`src/mbp_pkg.sv`:
```
// ----------------------------------------------------------------------------
// mbp_pkg
// Shared types and constants for the MSB-first bit packer: the input item,
// the result item and the item kind codes.
// ----------------------------------------------------------------------------
`default_nettype none

package mbp_pkg;

  // Bits in one output byte
  localparam int BYTE_BITS = 8;
  // Most bits that can stay pending between items
  localparam int PEND_BITS = 7;
  // Width of the pending bit count
  localparam int PCNT_W    = 3;

  // Item kind codes
  typedef enum logic {
    KIND_WRITE = 1'b0,
    KIND_FLUSH = 1'b1
  } kind_t;

  // Input item
  typedef struct packed {
    kind_t       kind;
    logic [31:0] value;
    logic [5:0]  code_length;
  } in_item_t;

  // Result item
  typedef struct packed {
    logic [7:0] out_byte;
    logic       last;
  } out_item_t;

endpackage

`default_nettype wire

```
`src/msb_first_bit_packer.sv`:
```
// ----------------------------------------------------------------------------
// msb_first_bit_packer
// Packs variable-length codes into bytes, most significant bit first; a flush
// item pushes out the remaining bits zero padded.
//
//   channel   ports                     accepted when
//   item      push, full, item          push && !full
//   result    empty, pop, result        pop && !empty
//
// The front end takes one item per cycle while its two-entry queue has room.
// The back end gives one byte per cycle while results are popped; an item's
// bytes pass through a queue slot and the back-end register before they show.
// Synchronous reset clears pending bits, queue and output; no clearing pass.
// A stalled result holds its value until popped.
// ----------------------------------------------------------------------------
`default_nettype none

module msb_first_bit_packer #(
  parameter int MAX_CODE_BITS = 32
) (
  input  wire logic              clk,
  input  wire logic              rst,
  input  wire logic              push,
  output logic                   full,
  input  wire mbp_pkg::in_item_t item,
  output logic                   empty,
  input  wire logic              pop,
  output mbp_pkg::out_item_t     result
);

  localparam int ACC_W = MAX_CODE_BITS + mbp_pkg::PEND_BITS;
  localparam int CNT_W = $clog2(ACC_W + 1);

  logic             ent_valid;
  logic [ACC_W-1:0] ent_acc;
  logic [CNT_W-1:0] ent_cnt;
  logic             q_valid;
  logic [ACC_W-1:0] q_acc;
  logic [CNT_W-1:0] q_cnt;
  logic             q_take;

  mbp_front #(.MAX_CODE_BITS(MAX_CODE_BITS)) u_front (
    .clk       (clk),
    .rst       (rst),
    .accept    (push & ~full),
    .item      (item),
    .ent_valid (ent_valid),
    .ent_acc   (ent_acc),
    .ent_cnt   (ent_cnt)
  );

  mbp_queue #(.W(ACC_W + CNT_W)) u_queue (
    .clk      (clk),
    .rst      (rst),
    .wr       (ent_valid),
    .wr_data  ({ent_acc, ent_cnt}),
    .rd       (q_take),
    .full     (full),
    .nonempty (q_valid),
    .rd_data  ({q_acc, q_cnt})
  );

  mbp_back #(.MAX_CODE_BITS(MAX_CODE_BITS)) u_back (
    .clk     (clk),
    .rst     (rst),
    .q_valid (q_valid),
    .q_acc   (q_acc),
    .q_cnt   (q_cnt),
    .q_take  (q_take),
    .pop     (pop),
    .empty   (empty),
    .result  (result)
  );

endmodule

`default_nettype wire

```
`src/mbp_front.sv`:
```
// ----------------------------------------------------------------------------
// mbp_front
// Accepts items, keeps the pending bits and merges each code into them.
// Every item that completes at least one byte becomes a queue entry holding
// the merged bits and their count; the back end slices bytes off it.
// ----------------------------------------------------------------------------
`default_nettype none

module mbp_front #(
  parameter  int MAX_CODE_BITS = 32,
  localparam int ACC_W         = MAX_CODE_BITS + mbp_pkg::PEND_BITS,
  localparam int CNT_W         = $clog2(ACC_W + 1)
) (
  input  wire logic             clk,
  input  wire logic             rst,
  input  wire logic             accept,
  input  wire mbp_pkg::in_item_t item,
  output logic                  ent_valid,
  output logic [ACC_W-1:0]      ent_acc,
  output logic [CNT_W-1:0]      ent_cnt
);

  logic [mbp_pkg::PEND_BITS-1:0] pending_bits, pending_bits_next;
  logic [mbp_pkg::PCNT_W-1:0]    pending_count, pending_count_next;

  logic [5:0]             len_sat;
  logic [ACC_W+31:0]      val_wide;
  logic [ACC_W-1:0]       val_ext;
  logic [ACC_W-1:0]       code_mask;
  logic [ACC_W-1:0]       acc_write;
  logic [CNT_W-1:0]       cnt_write;
  logic [7:0]             flush_byte;

  // Saturate length, mask stray value bits, append behind the pending bits
  assign len_sat   = (item.code_length > 6'(MAX_CODE_BITS)) ? 6'(MAX_CODE_BITS)
                                                              : item.code_length;
  assign val_wide  = {{ACC_W{1'b0}}, item.value};
  assign val_ext   = val_wide[ACC_W-1:0];
  assign code_mask = ~({ACC_W{1'b1}} << len_sat);
  assign acc_write = ({{(ACC_W-mbp_pkg::PEND_BITS){1'b0}}, pending_bits} << len_sat)
                   | (val_ext & code_mask);
  assign cnt_write = CNT_W'(pending_count) + CNT_W'(len_sat);

  // Pending bits left-aligned in one byte, zero padded
  assign flush_byte = 8'({1'b0, pending_bits} << (4'd8 - {1'b0, pending_count}));

  // Classify the item and work out the entry and the new pending state
  always_comb begin
    ent_valid          = 1'b0;
    ent_acc            = acc_write;
    ent_cnt            = cnt_write;
    pending_bits_next  = pending_bits;
    pending_count_next = pending_count;
    case (item.kind)
      mbp_pkg::KIND_FLUSH: begin
        ent_acc = ACC_W'(flush_byte);
        ent_cnt = CNT_W'(mbp_pkg::BYTE_BITS);
        if (accept) begin
          ent_valid          = (pending_count != '0);
          pending_bits_next  = '0;
          pending_count_next = '0;
        end
      end
      default: begin
        if (accept) begin
          ent_valid          = (cnt_write >= CNT_W'(mbp_pkg::BYTE_BITS));
          pending_bits_next  = acc_write[mbp_pkg::PEND_BITS-1:0]
                             & ~({mbp_pkg::PEND_BITS{1'b1}} << cnt_write[2:0]);
          pending_count_next = cnt_write[2:0];
        end
      end
    endcase
  end

  // Pending state
  always_ff @(posedge clk) begin
    if (rst) begin
      pending_bits  <= '0;
      pending_count <= '0;
    end else begin
      pending_bits  <= pending_bits_next;
      pending_count <= pending_count_next;
    end
  end

endmodule

`default_nettype wire

```
`src/mbp_queue.sv`:
```
// ----------------------------------------------------------------------------
// mbp_queue
// Two-entry queue between front and back end. Full only when both slots
// hold entries; the oldest entry is always shown at the read side.
// ----------------------------------------------------------------------------
`default_nettype none

module mbp_queue #(
  parameter int W = 8
) (
  input  wire logic         clk,
  input  wire logic         rst,
  input  wire logic         wr,
  input  wire logic [W-1:0] wr_data,
  input  wire logic         rd,
  output logic              full,
  output logic              nonempty,
  output logic [W-1:0]      rd_data
);

  logic [W-1:0] slots [2];
  logic         wr_ptr, rd_ptr;
  logic [1:0]   fill;

  assign full     = (fill == 2'd2);
  assign nonempty = (fill != 2'd0);
  assign rd_data  = slots[rd_ptr];

  // Pointers and fill level
  always_ff @(posedge clk) begin
    if (rst) begin
      wr_ptr <= 1'b0;
      rd_ptr <= 1'b0;
      fill   <= 2'd0;
    end else begin
      if (wr) wr_ptr <= ~wr_ptr;
      if (rd) rd_ptr <= ~rd_ptr;
      fill <= fill + {1'b0, wr} - {1'b0, rd};
    end
  end

  // Slot storage
  always_ff @(posedge clk) begin
    if (wr) slots[wr_ptr] <= wr_data;
  end

endmodule

`default_nettype wire

```
`src/mbp_back.sv`:
```
// ----------------------------------------------------------------------------
// mbp_back
// Takes one queue entry at a time and hands out its complete bytes, oldest
// first, one per cycle while popped. The final byte of an entry is marked last.
// ----------------------------------------------------------------------------
`default_nettype none

module mbp_back #(
  parameter  int MAX_CODE_BITS = 32,
  localparam int ACC_W         = MAX_CODE_BITS + mbp_pkg::PEND_BITS,
  localparam int CNT_W         = $clog2(ACC_W + 1)
) (
  input  wire logic             clk,
  input  wire logic             rst,
  input  wire logic             q_valid,
  input  wire logic [ACC_W-1:0] q_acc,
  input  wire logic [CNT_W-1:0] q_cnt,
  output logic                  q_take,
  input  wire logic             pop,
  output logic                  empty,
  output mbp_pkg::out_item_t    result
);

  logic [ACC_W-1:0] cur_acc;
  logic [CNT_W-1:0] rem;
  logic             busy;
  logic [CNT_W-1:0] shift_amt;
  logic             is_last;
  logic             done;

  // Current byte sits just above the bits still to come
  assign shift_amt       = rem - CNT_W'(mbp_pkg::BYTE_BITS);
  assign is_last         = (shift_amt < CNT_W'(mbp_pkg::BYTE_BITS));
  assign result.out_byte = 8'(cur_acc >> shift_amt);
  assign result.last     = is_last;
  assign empty           = ~busy;

  // Load a new entry when idle or when the final byte goes out
  assign done   = busy & pop & is_last;
  assign q_take = q_valid & (~busy | done);

  always_ff @(posedge clk) begin
    if (rst) begin
      busy <= 1'b0;
    end else if (q_take) begin
      busy <= 1'b1;
    end else if (done) begin
      busy <= 1'b0;
    end
  end

  always_ff @(posedge clk) begin
    if (q_take) begin
      cur_acc <= q_acc;
      rem     <= q_cnt;
    end else if (busy && pop) begin
      rem     <= shift_amt;
    end
  end

endmodule

`default_nettype wire

```
`config.mk`:
```
export PLATFORM = sky130hd
export DESIGN_NAME = msb_first_bit_packer
export DESIGN_NICKNAME = d
export VERILOG_FILES = /design/src/mbp_pkg.sv /design/src/msb_first_bit_packer.sv /design/src/mbp_front.sv /design/src/mbp_queue.sv /design/src/mbp_back.sv
export SDC_FILE = /design/constraint.sdc
export NUM_CORES = 1
export LEC_CHECK = 0
export BUFFER_PORTS_ARGS = -buffer_cell sky130_fd_sc_hd__buf_4
export CAP_MARGIN = 5
export CORE_MARGIN = 2
export CORE_UTILIZATION = 50
export CTS_BUF_LIST = sky130_fd_sc_hd__clkbuf_16
export CTS_CLUSTER_DIAMETER = 50
export DETAILED_ROUTE_END_ITERATION = 10
export PLACE_DENSITY = 0.7
export SETUP_SLACK_MARGIN = 0.05
export SLEW_MARGIN = 20
export SYNTH_ARGS = -nofsm -noshare
export SYNTH_HDL_FRONTEND = slang
export SYNTH_SLANG_ARGS = --single-unit
```
`constraint.sdc`:
```
create_clock -name clk -period 3.8 [get_ports clk]
set_input_delay 0 -clock clk [delete_from_list [all_inputs] [get_ports clk]]
set_output_delay 0 -clock clk [all_outputs]
set_load 0.005 [all_outputs]
```
==> summary.md, run 1 <==
| Metric | Value |
|---|---|
| Clock power share | 22.2% |
| Dpl hpwl | 16600 um |
| Fmax | 333 MHz |
| CP max FO | 25 |
| Hold Path Class | in2reg |
| Setup CP Type | reg2reg |
| # IOs | 54 |
| Hold Fails Final Rpt | 0 |
| Syn avg cell area | 11.0 sq um |
| Sequential fraction of design power | 36.4% |
| CTS max path bufs | 2 |
| Clk_lat worst skew | 420 ps |
| Seq/Total Area, Yosys | 48.9% |
| Fin Hold WS | 35.0 ps |
| Crit path largest cell delay | 350 ps |
| Synth async-reset ratio | 0% |
| Syn Std Cell Area | 8940 sq um |
| Die height | 138 um |
| CP max-delay cell | ha_1 |
| P_sw | 2480 uW |
| Drt total wl | 22700 um |
| Required @ worst endpoint | 4110 ps |
| Endpoint class of the critical path | flip-flop |
| Core Area | 17400 sq um |
| Clock tree sinks | 151 |
| Switching share of total power | 36.1% |
| DRT iter0 DRCs | 641 |
| Ranking of synthesized cells by area | edfxtp_1 45%, mux2i_1 7.2%, mux2_2 6.9% |
| Cts repair resizes | 0 |
| Clock Skew | 9.93 ps |
| Largest net degree at the start of global routing | 50 |
| Post-Syn Instances | 815 |
| Clock transition at path regs | 60 ps |
| Cells on worst reg2reg path | 15 |
| Layout cells sized above 1 | 21.1% |
| Initial antenna violation count | 0 |
| Worst slew pin tran | 826 ps |
| Pwr/cell area | 682 nW/um^2 |
| Die Area | 19000 sq um |
| Logic pwr share | 41.4% |
| Clk root buf | clkbuf_16 |
| Final setup viols | 0 |
| CTS buffer count | 17 |
| RD Place Congestion | 0.946 |
| Row cnt | 48 |
| Antenna cells | 0 |
| Critical Path Start Type | flip-flop |
| Initial Utilization | 51.3% |
| Synth area leader | edfxtp_1 |
| Chip width | 138 um |
| Syn nets | 865 |
| Buf/Inv on CP | 5 |
| Worst Path Arrival | 3310 ps |
| Outcome | finished, final reports clean |
| Port Buffers | 53 |
| Int Pwr | 4380 uW |
| Fin. max-slew vios | 0 |
| Crit path max-delay family | buffers and inverters |
| Via density | 6.16 |
| Post-route clock period utilization | 79.0% |
| Final ANT Viol Nets | 0 |
| Yosys cell types | 73 |
| RSZ-0062 raised after global routing | false |
| Top cell type's share of synthesized area | 45.4% |
| Max-Cap Viols | 0 |
| Iteration count of the initial detailed-routing pass | 5 |
| Vias in the first global route | 6427 |
| Syn. warnings | 0 |
| Post-DR wirelength/cell | 21.0 um |
| Layout Nets | 892 |
| Top FF cell, synth | edfxtp_1 |
| Yosys reg bits | 151 |
| GRT Total Usage | 24.9% |
| Post-synth EDFFs | 135 |
| Gr ovfl total | 0 |
| Via count | 6651 |
| Place WS | 823 ps |
| Leak | 0.00364 uW |
| Slew margin rel. | 44.9% |
| Drt drc | 0 |
| Post-DP Area | 9390 sq um |
| Final instance area | 10100 sq um |
| First-pass GRT wire length | 35100 um |
| H-tree levels | 4 |
| Max IR drop VDD | 598 uV |
| Most frequent cells after synthesis | 135 x edfxtp_1, 89 x nand2_1, 64 x mux2i_1 |
| Cell with the most instances after synthesis | edfxtp_1 |
| Fin crit period | 3000 ps |
| CP Cell Sequence | buf_4 > clkinv_1 > ha_1 > buf_4 > nand2_1 > nor2_1 > a21o_1 > o21ai_1 > inv_1 > ha_1 > inv_1 > ha_1 > xor2_1 > xnor2_1 > nor2_1 |
| Fin worst setup slack | 797 ps |
| Area growth from synthesis to layout | 12.5% |
| Most common cell type on the critical path | ha_1 |
| Levels on crit path | 15 |
| CTS tree | yes |
| WHS Path Cells | 3 |
## registers in the layout, summed over array words and instances, names as in the netlist, 2 cells and up, named ones only
| signal | count |
|---|---|
| u_back.cur_acc | 39 |
| u_back.rem | 6 |
| u_front.pending_bits | 7 |
| u_front.pending_count | 3 |
| u_queue.fill | 2 |
| u_queue.slots | 90 |
## path summary, 6_finish.rpt
path         slack, ps            from              endpoint
min reg2reg        510  u_queue.rd_ptr             flip-flop
max reg2reg        800   u_back.rem[3]       u_queue.fill[1]
max                800   u_back.rem[3]       u_queue.fill[1]
min                 30        item[35]  u_queue.slots[1][35]
## per-stage QoR
stage | instances | power [uW] | util [%] | setup TNS (ps)
6_report | 1080 | 6860 | 57.8 | 0
3_5_place_dp | 1036 | 5330 | 53.9 | 0
4_1_cts | 1080 | 6870 | 57.7 | 0
5_1_grt | 1080 | 7240 | 57.8 | 0
2_1_floorplan | 815 | 4520 | - | -613
3_3_place_gp | 1036 | 5310 | 53.9 | 0
## power groups by stage
stage | combinational (uW) | clock [uW] | sequential (uW)
finish | 2840 | 1520 | 2500
global route | 3080 | 1610 | 2550
CTS | 2820 | 1550 | 2500
detailed placement | 2800 | 0 | 2530
global placement | 2780 | 0 | 2520
floorplan | 2170 | 0 | 2360
## cells by family after synthesis
group,share of synthesized area [%]
simple gates,12.3
compound gates,13.9
flops,48.9
mux,18.0
buf+inv,4.89
xor+xnor,0.966
fa+ha+maj,0.980
## per-layer routing
layer,up-vias,wire [um],GRT usage [%],share of wire [%]
li1,3110,-,-,-
met1,3208,9920,33.2,44
met5,-,0,0,0
met3,54,1460,5.08,6.5
met2,279,10500,39.3,46
met4,0,840,11.5,3.7
## layout make-up
cell class / instances / area [sq um]
Fill cell: 1500 / 7360
Timing Repair Buffer: 76 / 626
Clock inverter: 15 / 119
Sequential cell: 151 / 4380
Inverter: 23 / 86.3
Tap cell: 225 / 282
Multi-Input combinational cell: 573 / 4140
Clock buffer: 17 / 425
## placed cells by master (no fill, tap or decap), drive strengths merged, types with 17 or more instances in the layout
cell	synthesis	routed
clkbuf	35	17
mux2	58	58
inv	21	28
edfxtp	135	135
nand2	90	90
nor2b	20	20
nor2	62	62
nand3	17	17
mux2i	65	65
o21ai	49	49
buf	33	64
a21oi	41	41
## what timing repair did
action                     in CTS  in global routing
hold endpoints to repair       27                  0
hold buffers                   12                  0
setup endpoints to repair       0                  0
setup buffers                   0                  0
## worst reg2reg max path, stage by stage, from the launching register on
cell and delay (ps):
edfxtp_1 320, buf_4 210, clkinv_1 240, ha_1 350, buf_4 290, nand2_1 170, nor2_1 200, a21o_1 170
o21ai_1 80, inv_1 80, ha_1 230, inv_1 60, ha_1 140, xor2_1 180, xnor2_1 130, nor2_1 50
No activity file was read; power rests on OpenSTA's default activity.
==> run 2, diff against run 1 <==
ABC_AREA = 1   (was default)
clock period = 2.49 ns   (was 3.8 ns; I/O delays follow)
==> run 2 against run 1 <==
Flip-flop and latch count did not move. Critical endpoint is now result[2]. Synthesized area decreased by 4.0%. Hold slack worse by 20 ps. Utilization grew 3.5 points. Clock power grew 58%. Global-route usage is 1.8 points higher. Largest power group unchanged. First-iteration DRC count shrank 9.8%. Final cell count rose by 25%.
==> summary.md, run 2 <==
| Metric | Value |
|---|---|
| Commonest non-fill, non-tap cells in the layout | 381 x nand2_1, 135 x edfxtp_1, 80 x buf_4, 75 x nand3_1, 72 x o21ai_0 (was 135 x edfxtp_1, 89 x nand2_1, 64 x mux2i_1, 62 x buf_4, 60 x nor2_1) |
| Reg-to-Reg End | u_queue.fill[1] (unchanged) |
| Iteration count of the initial detailed-routing pass | 5 (unchanged) |
| Port Buffers | 53 (unchanged) |
| Ranking of synthesized cells by area | edfxtp_1 47%, nand2_1 17%, o21ai_0 4.8% (was edfxtp_1 45%, mux2i_1 7.2%, mux2_2 6.9%) |
| Post-synth EDFFs | 135 (unchanged) |
| Fin crit period | 2330 ps |
| Final setup TNS | 0 ps (unchanged) |
| Yosys reg bits | 151 (unchanged) |
| Row cnt | 47 (was 48) |
| Top reg by flops | u_queue.slots (unchanged) |
| Clock Skew | 11.1 ps (was 9.93 ps) |
| Drt total wl | 23800 um (was 22700 um) |
| Cells on worst reg2reg path | 14 (was 15) |
| # IOs | 54 (unchanged) |
| Crit path max-delay family | compound AO/OA/AOI/OAI gates (was buffers and inverters) |
| Syn. warnings | 0 (unchanged) |
| Required @ worst endpoint | 2490 ps (was 4110 ps) |
| Area growth from synthesis to layout | 19.3% (was 12.5%) |
| Yosys cell types | 46 (was 73) |
| RD Place Congestion | 0.937 (was 0.946) |
| CP max-delay cell | edfxtp_1 (was ha_1) |
| Worst slew pin tran | 750 ps (was 826 ps) |
| Most frequent cells after synthesis | 384 x nand2_1, 135 x edfxtp_1, 82 x o21ai_0 (was 135 x edfxtp_1, 89 x nand2_1, 64 x mux2i_1) |
| RSZ-0062 raised after global routing | false (unchanged) |
| Clk root buf | clkbuf_16 (unchanged) |
| Synth async-reset ratio | 0% (unchanged) |
| Vias in the first global route | 7055 (was 6427) |
| Outcome | finished, final reports clean (unchanged) |
| WHS Path Cells | 3 (unchanged) |
| Worst Setup SP | u_back.rem[0] (was u_back.rem[3]) |
| H-tree levels | 4 (unchanged) |
| Hold Path Sink | u_queue.slots[0][29] (was u_queue.slots[1][35]) |
| Via density | 5.62 (was 6.16) |
| Pwr/cell area | 1150 nW/um^2 (was 682 nW/um^2) |
| Syn avg cell area | 8.12 sq um (was 11.0 sq um) |
| Top FF cell, synth | edfxtp_1 (unchanged) |
| Gr ovfl total | 0 (unchanged) |
| CTS buffer count | 17 (unchanged) |
| Seq/Total Area, Yosys | 51.0% (was 48.9%) |
| Largest net degree at the start of global routing | 46 (was 50) |
| Final setup viols | 0 (unchanged) |
| Layout cells sized above 1 | 17.2% (was 21.1%) |
| Setup CP Type | reg2out (was reg2reg) |
| Syn Std Cell Area | 8580 sq um (was 8940 sq um) |
| DRT iter0 DRCs | 578 (was 641) |
| Top cell type's share of synthesized area | 47.3% (was 45.4%) |
| Commonest non-fill, non-tap cell in the layout | nand2_1 (was edfxtp_1) |
| Fin. max-slew vios | 0 (unchanged) |
| Final ANT Viol Nets | 0 (unchanged) |
| HP Start | item[29] (was item[35]) |
| Largest regs | u_queue.slots (90), u_back.cur_acc (39), u_front.pending_bits (7) (unchanged) |
| Buf/Inv on CP | 4 (was 5) |
| CTS max path bufs | 2 (unchanged) |
| Die height | 135 um (was 138 um) |
| CTS tree | yes (unchanged) |
| Max-Cap Viols | 0 (unchanged) |
| Initial Utilization | 51.4% (was 51.3%) |
| Clk_lat worst skew | 420 ps (about the same) |
| Worst reg2reg setup slack | 260 ps (was 800 ps) |
| Post-layout util | 61.3% (was 57.8%) |
| Die Area | 18200 sq um (was 19000 sq um) |
| Antenna cells | 0 (unchanged) |
| Via count | 7614 (was 6651) |
| Placed insts | 1309 (was 1036) |
| Drt drc | 0 (unchanged) |
| Worst Path Arrival | 2330 ps (was 3310 ps) |
| Synth area leader | edfxtp_1 (unchanged) |
| Final Power | 11700 uW (was 6860 uW) |
| Clock tree sinks | 151 (unchanged) |
| Chip width | 135 um (was 138 um) |
| Crit path largest cell delay | 360 ps (was 350 ps) |
| First-pass GRT wire length | 36900 um (was 35100 um) |
| Critical Path Start Type | flip-flop (unchanged) |
| Post-DR wirelength/cell | 17.5 um (was 21.0 um) |
| Slew margin rel. | 49.9% (was 44.9%) |
| Post-Layout Cell Count | 1354 (was 1080) |
| Post-route clock period utilization | 93.5% |
| Layout Nets | 1171 (was 892) |
| Cell with the most instances after synthesis | nand2_1 (was edfxtp_1) |
| Core Area | 16700 sq um (was 17400 sq um) |
| Initial antenna violation count | 0 (unchanged) |
| Max reg flops | 90 (unchanged) |
| Syn nets | 1107 (was 865) |
| Hold Fails Final Rpt | 0 (unchanged) |
| Clock transition at path regs | 60 ps (about the same) |
| Hold Path Class | in2reg (unchanged) |
| CP Cell Sequence | buf_4 > buf_12 > clkbuf_16 > nand2_1 > nand2_1 > o21ai_0 > nand2_1 > a221oi_1 > o21ai_0 > buf_4 (was buf_4 > clkinv_1 > ha_1 > buf_4 > nand2_1 > nor2_1 > a21o_1 > o21ai_1 > inv_1 > ha_1 > inv_1 > ha_1 > xor2_1 > xnor2_1 > nor2_1) |
| GRT Total Usage | 26.7% (was 24.9%) |
| Worst reg2reg startpoint | u_back.rem[3] (unchanged) |
| Fmax | 430 MHz |
| CP max FO | 16 (was 25) |
| Most common cell type on the critical path | nand2_1 (was ha_1) |
| Endpoint class of the critical path | primary output (was flip-flop) |
| Dpl hpwl | 17700 um (was 16600 um) |
| Max IR drop VDD | 710 uV (was 598 uV) |
| Leak | 0.00415 uW (was 0.00364 uW) |
| Post-Syn Instances | 1057 (was 815) |
run 2: changes by cell type after synthesis, moves of 11 or more:
cell      before  now
nand2_2        0   11
nor3_1        12    1
o21ai_0       33   82
a211oi_1      12    1
mux2i_1       64    5
mux2_2        55    0
buf_2         16    5
nand2_1       89  384
o211ai_1       4   18
nor2b_1       20    0
nand3_1       17   76
inv_1         19   60
mux4_2        13    0
run 2: worst max path at each step:
stage / to / slack (ps) / cells past startpoint
floorplan: u_queue.fill[1] / 6 / 16
global placement: u_queue.slots[1][11] / 260 / 19
detailed placement: u_queue.slots[0][11] / 200 / 18
CTS: result[3] / 100 / 10
global route: result[2] / 50 / 13
finish: result[2] / 160 / 10
run 2: report_power, final:
group	internal, uW	leakage, uW	switching (uW)
Clock	1310	0.000276	1080
Combinational	2010	0.00247	3500
Sequential	3540	0.00140	279
Total	6870	0.00415	4860
run 2: repair_timing:
| action | in CTS | in global routing |
|---|---|---|
| pin swaps | 0 | 3 |
| buffers inserted | 0 | 4 |
| hold buffers | 6 | 1 |
| endpoints found under the setup margin | 2 | 8 |
| resized for setup | 2 | 19 |
| endpoints found under the hold margin | 19 | 2 |
| cloned | 0 | 2 |
run 2: metrics by stage:
step | hold WS (ps) | worst slack, ps | cell area (sq um)
2_1_floorplan | 69.1 | 5.87 | 8750
3_3_place_gp | 297 | 262 | 9440
3_5_place_dp | 299 | 195 | 9440
4_1_cts | 2.98 | 102 | 10100
5_1_grt | 7.95 | 45.8 | 10200
6_report | 15.0 | 162 | 10200
run 2: worst register-to-register path: cells and delay by family (launching register included):
| kind | cells | cell delay (ps) |
|---|---|---|
| xor+xnor | 1 | 140 |
| buf+inv | 3 | 300 |
| simple gates | 4 | 330 |
| compound gates | 3 | 290 |
| fa+ha+maj | 3 | 640 |
| flops | 1 | 400 |
run 2: cell type report:
cell class                      count  area (sq um)
Fill cell                        1499          6470
Sequential cell                   151          4370
Multi-Input combinational cell    779          3840
Timing Repair Buffer               96           852
Clock buffer                       17           425
Inverter                           76           318
Tap cell                          220           275
Clock inverter                     15           141
run 2: cell families (layout without fill, tap and decap cells):
| group | count (synthesis) | count (layout) | share of synthesized area (%) |
|---|---|---|---|
| AOI/OAI and AO/OA | 213 | 213 | 14.7 |
| xor gates and xnor gates | 3 | 3 | 0.394 |
| adders and majority gates | 7 | 7 | 1.02 |
| buffers and inverters | 127 | 204 | 5.91 |
| DFF | 151 | 151 | 51.0 |
| muxes | 5 | 5 | 0.583 |
| and+or+nand+nor | 551 | 551 | 26.4 |
run 2: per-layer routing:
metal  part of all wire, %  up-vias  GRT usage (%)
li1                      -     3756              -
met1                    42     3472           35.2
met2                    47      305           43.5
met3                   6.1       81           4.13
met4                   4.7        0           12.7
met5                     0        -              0
==> run 3, diff against run 2 <==
SYNTH_HIERARCHICAL = 1   (was default)
==> run 3 against run 2 <==
Sequential share of layout area fell by 0.21 points. Utilization down 3.4 points. Synthesized cell count decreased by 3.2%. Combinational power down 9.1%. Synthesized area up 4.9%. Wire length is 2.6% lower. Final cell count is 2.7% lower. First-iteration DRC count grew 30%. Critical path depth grew 1. Largest cell class unchanged.
==> summary.md, run 3 <==
| Metric | Value |
|---|---|
| GRT busiest layer | met2 (unchanged) |
| Clock tree sinks | 151 (unchanged) |
| Yosys reg bits | 151 (unchanged) |
| Post-Layout Cell Count | 1317 (was 1354) |
| Adder-cell share of the synthesized area | 0.973% (was 1.02%) |
| Compound-Gate Fraction of Synth Area | 7.63% (was 14.7%) |
| Synth area leader | edfxtp_1 (unchanged) |
| Placed insts | 1276 (was 1309) |
| Hold Fails Final Rpt | 0 (unchanged) |
| Commonest non-fill, non-tap cell in the layout | nand2_1 (unchanged) |
| Hold Path Class | in2reg (unchanged) |
| Most frequent cells after synthesis | 292 x nand2_1, 186 x nand3_1, 135 x edfxtp_1 (was 384 x nand2_1, 135 x edfxtp_1, 82 x o21ai_0) |
| Endpoint class of the critical path | primary output (unchanged) |
| CP max FO | 11 (was 16) |
| Iteration count of the initial detailed-routing pass | 5 (unchanged) |
| First-pass GRT wire length | 36800 um (was 36900 um) |
| Initial antenna violation count | 0 (unchanged) |
| Pwr/cell area | 1080 nW/um^2 (was 1150 nW/um^2) |
| Syn avg cell area | 8.80 sq um (was 8.12 sq um) |
| Post-Syn Instances | 1023 (was 1057) |
| Leak | 0.00417 uW (was 0.00415 uW) |
| Top cell type's share of synthesized area | 45.1% (was 47.3%) |
| Setup CP Type | reg2out (unchanged) |
| Seq/Total Area, Yosys | 48.6% (was 51.0%) |
| Syn nets | 1073 (was 1107) |
| Fillers | 1552 (was 1499) |
| Worst Path Arrival | 2300 ps (was 2330 ps) |
| Yosys cell types | 49 (was 46) |
| Worst slew pin tran | 733 ps (was 750 ps) |
| H-tree levels | 4 (unchanged) |
| Largest regs | u_queue/slots (90), u_back/cur_acc (39), u_front/pending_bits (7) (was u_queue.slots (90), u_back.cur_acc (39), u_front.pending_bits (7)) |
| Area growth from synthesis to layout | 14.4% (was 19.3%) |
| Max-Cap Viols | 0 (unchanged) |
| Met2 GRT Util | 38.8% (was 43.5%) |
| Via density | 5.71 (was 5.62) |
| Core Area | 17800 sq um (was 16700 sq um) |
| Final setup viols | 0 (unchanged) |
| Ranking of synthesized cells by area | edfxtp_1 45%, nand2_1 12%, nand3_1 10% (was edfxtp_1 47%, nand2_1 17%, o21ai_0 4.8%) |
| Fin. max-slew vios | 0 (unchanged) |
| Required @ worst endpoint | 2490 ps (about the same) |
| Fin Hold WS | 27.6 ps (was 15.0 ps) |
| Clock transition at path regs | 60 ps (about the same) |
| RD Place Congestion | 1.04 (was 0.937) |
| Die height | 138 um (was 135 um) |
| XOR/XNOR Fraction of Synth Area | 0.292% (was 0.394%) |
| Post-route clock period utilization | 92.2% (was 93.5%) |
| Outcome | finished, final reports clean (unchanged) |
| Drt drc | 0 (unchanged) |
| Worst reg2reg setup slack | 220 ps (was 260 ps) |
| Via count | 7525 (was 7614) |
| Layout Nets | 1125 (was 1171) |
| Synth async-reset ratio | 0% (unchanged) |
| RSZ-0062 raised after global routing | false (unchanged) |
| Port Buffers | 53 (unchanged) |
| Largest net degree at the start of global routing | 47 (was 46) |
| # IOs | 54 (unchanged) |
| Cell with the most instances after synthesis | nand2_1 (unchanged) |
| Fin crit period | 2300 ps (was 2330 ps) |
| Drt total wl | 23200 um (was 23800 um) |
| GRT Total Usage | 24.3% (was 26.7%) |
| Clock Skew | 7.92 ps (was 11.1 ps) |
| Top FF cell, synth | edfxtp_1 (unchanged) |
| Top reg by flops | u_queue/slots (was u_queue.slots) |
| Antenna cells | 0 (unchanged) |
| Slew margin rel. | 51.1% (was 49.9%) |
| Grt met3 use | 4.47% (was 4.13%) |
| Die Area | 19100 sq um (was 18200 sq um) |
| Post-DR wirelength/cell | 17.6 um (was 17.5 um) |
| CTS buffer count | 17 (unchanged) |
| Max IR drop VDD | 688 uV (was 710 uV) |
| Post-synth EDFFs | 135 (unchanged) |
| Clk_lat worst skew | 410 ps (was 420 ps) |
| Fmax | 436 MHz (was 430 MHz) |
| Met1 Resource Use GR | 31.9% (was 35.2%) |
| Final ANT Viol Nets | 0 (unchanged) |
| CTS tree | yes (unchanged) |
| Layout cells sized above 1 | 19.2% (was 17.2%) |
| Dpl hpwl | 17500 um (was 17700 um) |
| Syn Std Cell Area | 9000 sq um (was 8580 sq um) |
| Clk root buf | clkbuf_16 (unchanged) |
| Mux share of post-synthesis cell area | 7.52% (was 0.583%) |
| DRT iter0 DRCs | 752 (was 578) |
| CTS max path bufs | 2 (unchanged) |
| Initial Utilization | 50.6% (was 51.4%) |
| Row cnt | 49 (was 47) |
| Gr ovfl total | 0 (unchanged) |
| Vias in the first global route | 7155 (was 7055) |
| Syn. warnings | 6 (was 0) |
| Critical Path Start Type | flip-flop (unchanged) |
| Simple-gate share of the synthesized area | 27.8% (was 26.4%) |
| Commonest non-fill, non-tap cells in the layout | 289 x nand2_1, 186 x nand3_1, 135 x edfxtp_1, 70 x buf_4, 55 x inv_1 (was 381 x nand2_1, 135 x edfxtp_1, 80 x buf_4, 75 x nand3_1, 72 x o21ai_0) |
| Largest family of logic cells by synthesized area | simple AND/OR/NAND/NOR gates (unchanged) |
| Chip width | 138 um (was 135 um) |
| Max reg flops | 90 (unchanged) |
[run 3: layer usage]
metal	part of all wire, %	up-vias
met5	0	-
met1	42	3441
met2	46	360
met4	4.9	0
met3	6.9	76
li1	-	3648
[run 3: final cells by class]
| type | count | area [sq um] | area share (%) |
|---|---|---|---|
| multi-input combinational | 746 | 4060 | 39.4 |
| inverter | 74 | 294 | 2.86 |
| clock inverter | 15 | 113 | 1.09 |
| sequential | 151 | 4380 | 42.6 |
| tap | 229 | 287 | 2.78 |
| clock buffer | 17 | 425 | 4.13 |
| timing repair buffer | 85 | 736 | 7.15 |
[run 3: final timing paths]
check | depth (start not counted) | start | endpoint
worst min-delay path | 5 | item[9] | u_front/pending_bits[3]
worst min register to register | 2 | u_front/pending_bits[2] | u_front/pending_bits[2]
worst max register to register | 15 | u_back/rem[3] | u_queue/fill[1]
worst max-delay path | 11 | u_back/rem[3] | result[5]
[run 3: cells by family after synthesis]
logic type	Yosys count
compound gates	118
xor+xnor	3
fa+ha+maj	7
buf+inv	126
flops	151
mux	47
simple gates	571
[run 3: per-stage QoR]
stage	TNS, ps	utilization, %	setup WS, ps	area [sq um]	power, uW
2_1_floorplan	-5970	-	-332	9080	7370
6_report	0	57.9	194	10300	11100
5_1_grt	0	57.9	52.0	10300	11800
3_5_place_dp	0	54.3	209	9660	8700
3_3_place_gp	0	54.3	265	9660	8660
4_1_cts	0	57.8	127	10300	11000
[run 3: repair_timing]
item,CTS,global route
hold buffers,9,0
gates resized for setup,0,2
endpoints found under the hold margin,26,0
buffers inserted,0,0
endpoints found under the setup margin,0,2
[run 3: power by group]
part / total [uW] / switching, uW / internal [uW]
clock network: 2310 / 954 / 1360
registers: 3740 / 297 / 3450
logic: 5010 / 3100 / 1910
total: 11100 / 4350 / 6710
[run 3: worst max-delay path, stage by stage (launching register included)]
cell and delay (ps):
edfxtp_1 400, clkinv_4 120, ha_4 280, buf_4 170, inv_1 170, nor2_2 210, nand2_1 90, o21ai_0 160
nor2_1 60, nand2_1 60, nand2_1 50, buf_4 120
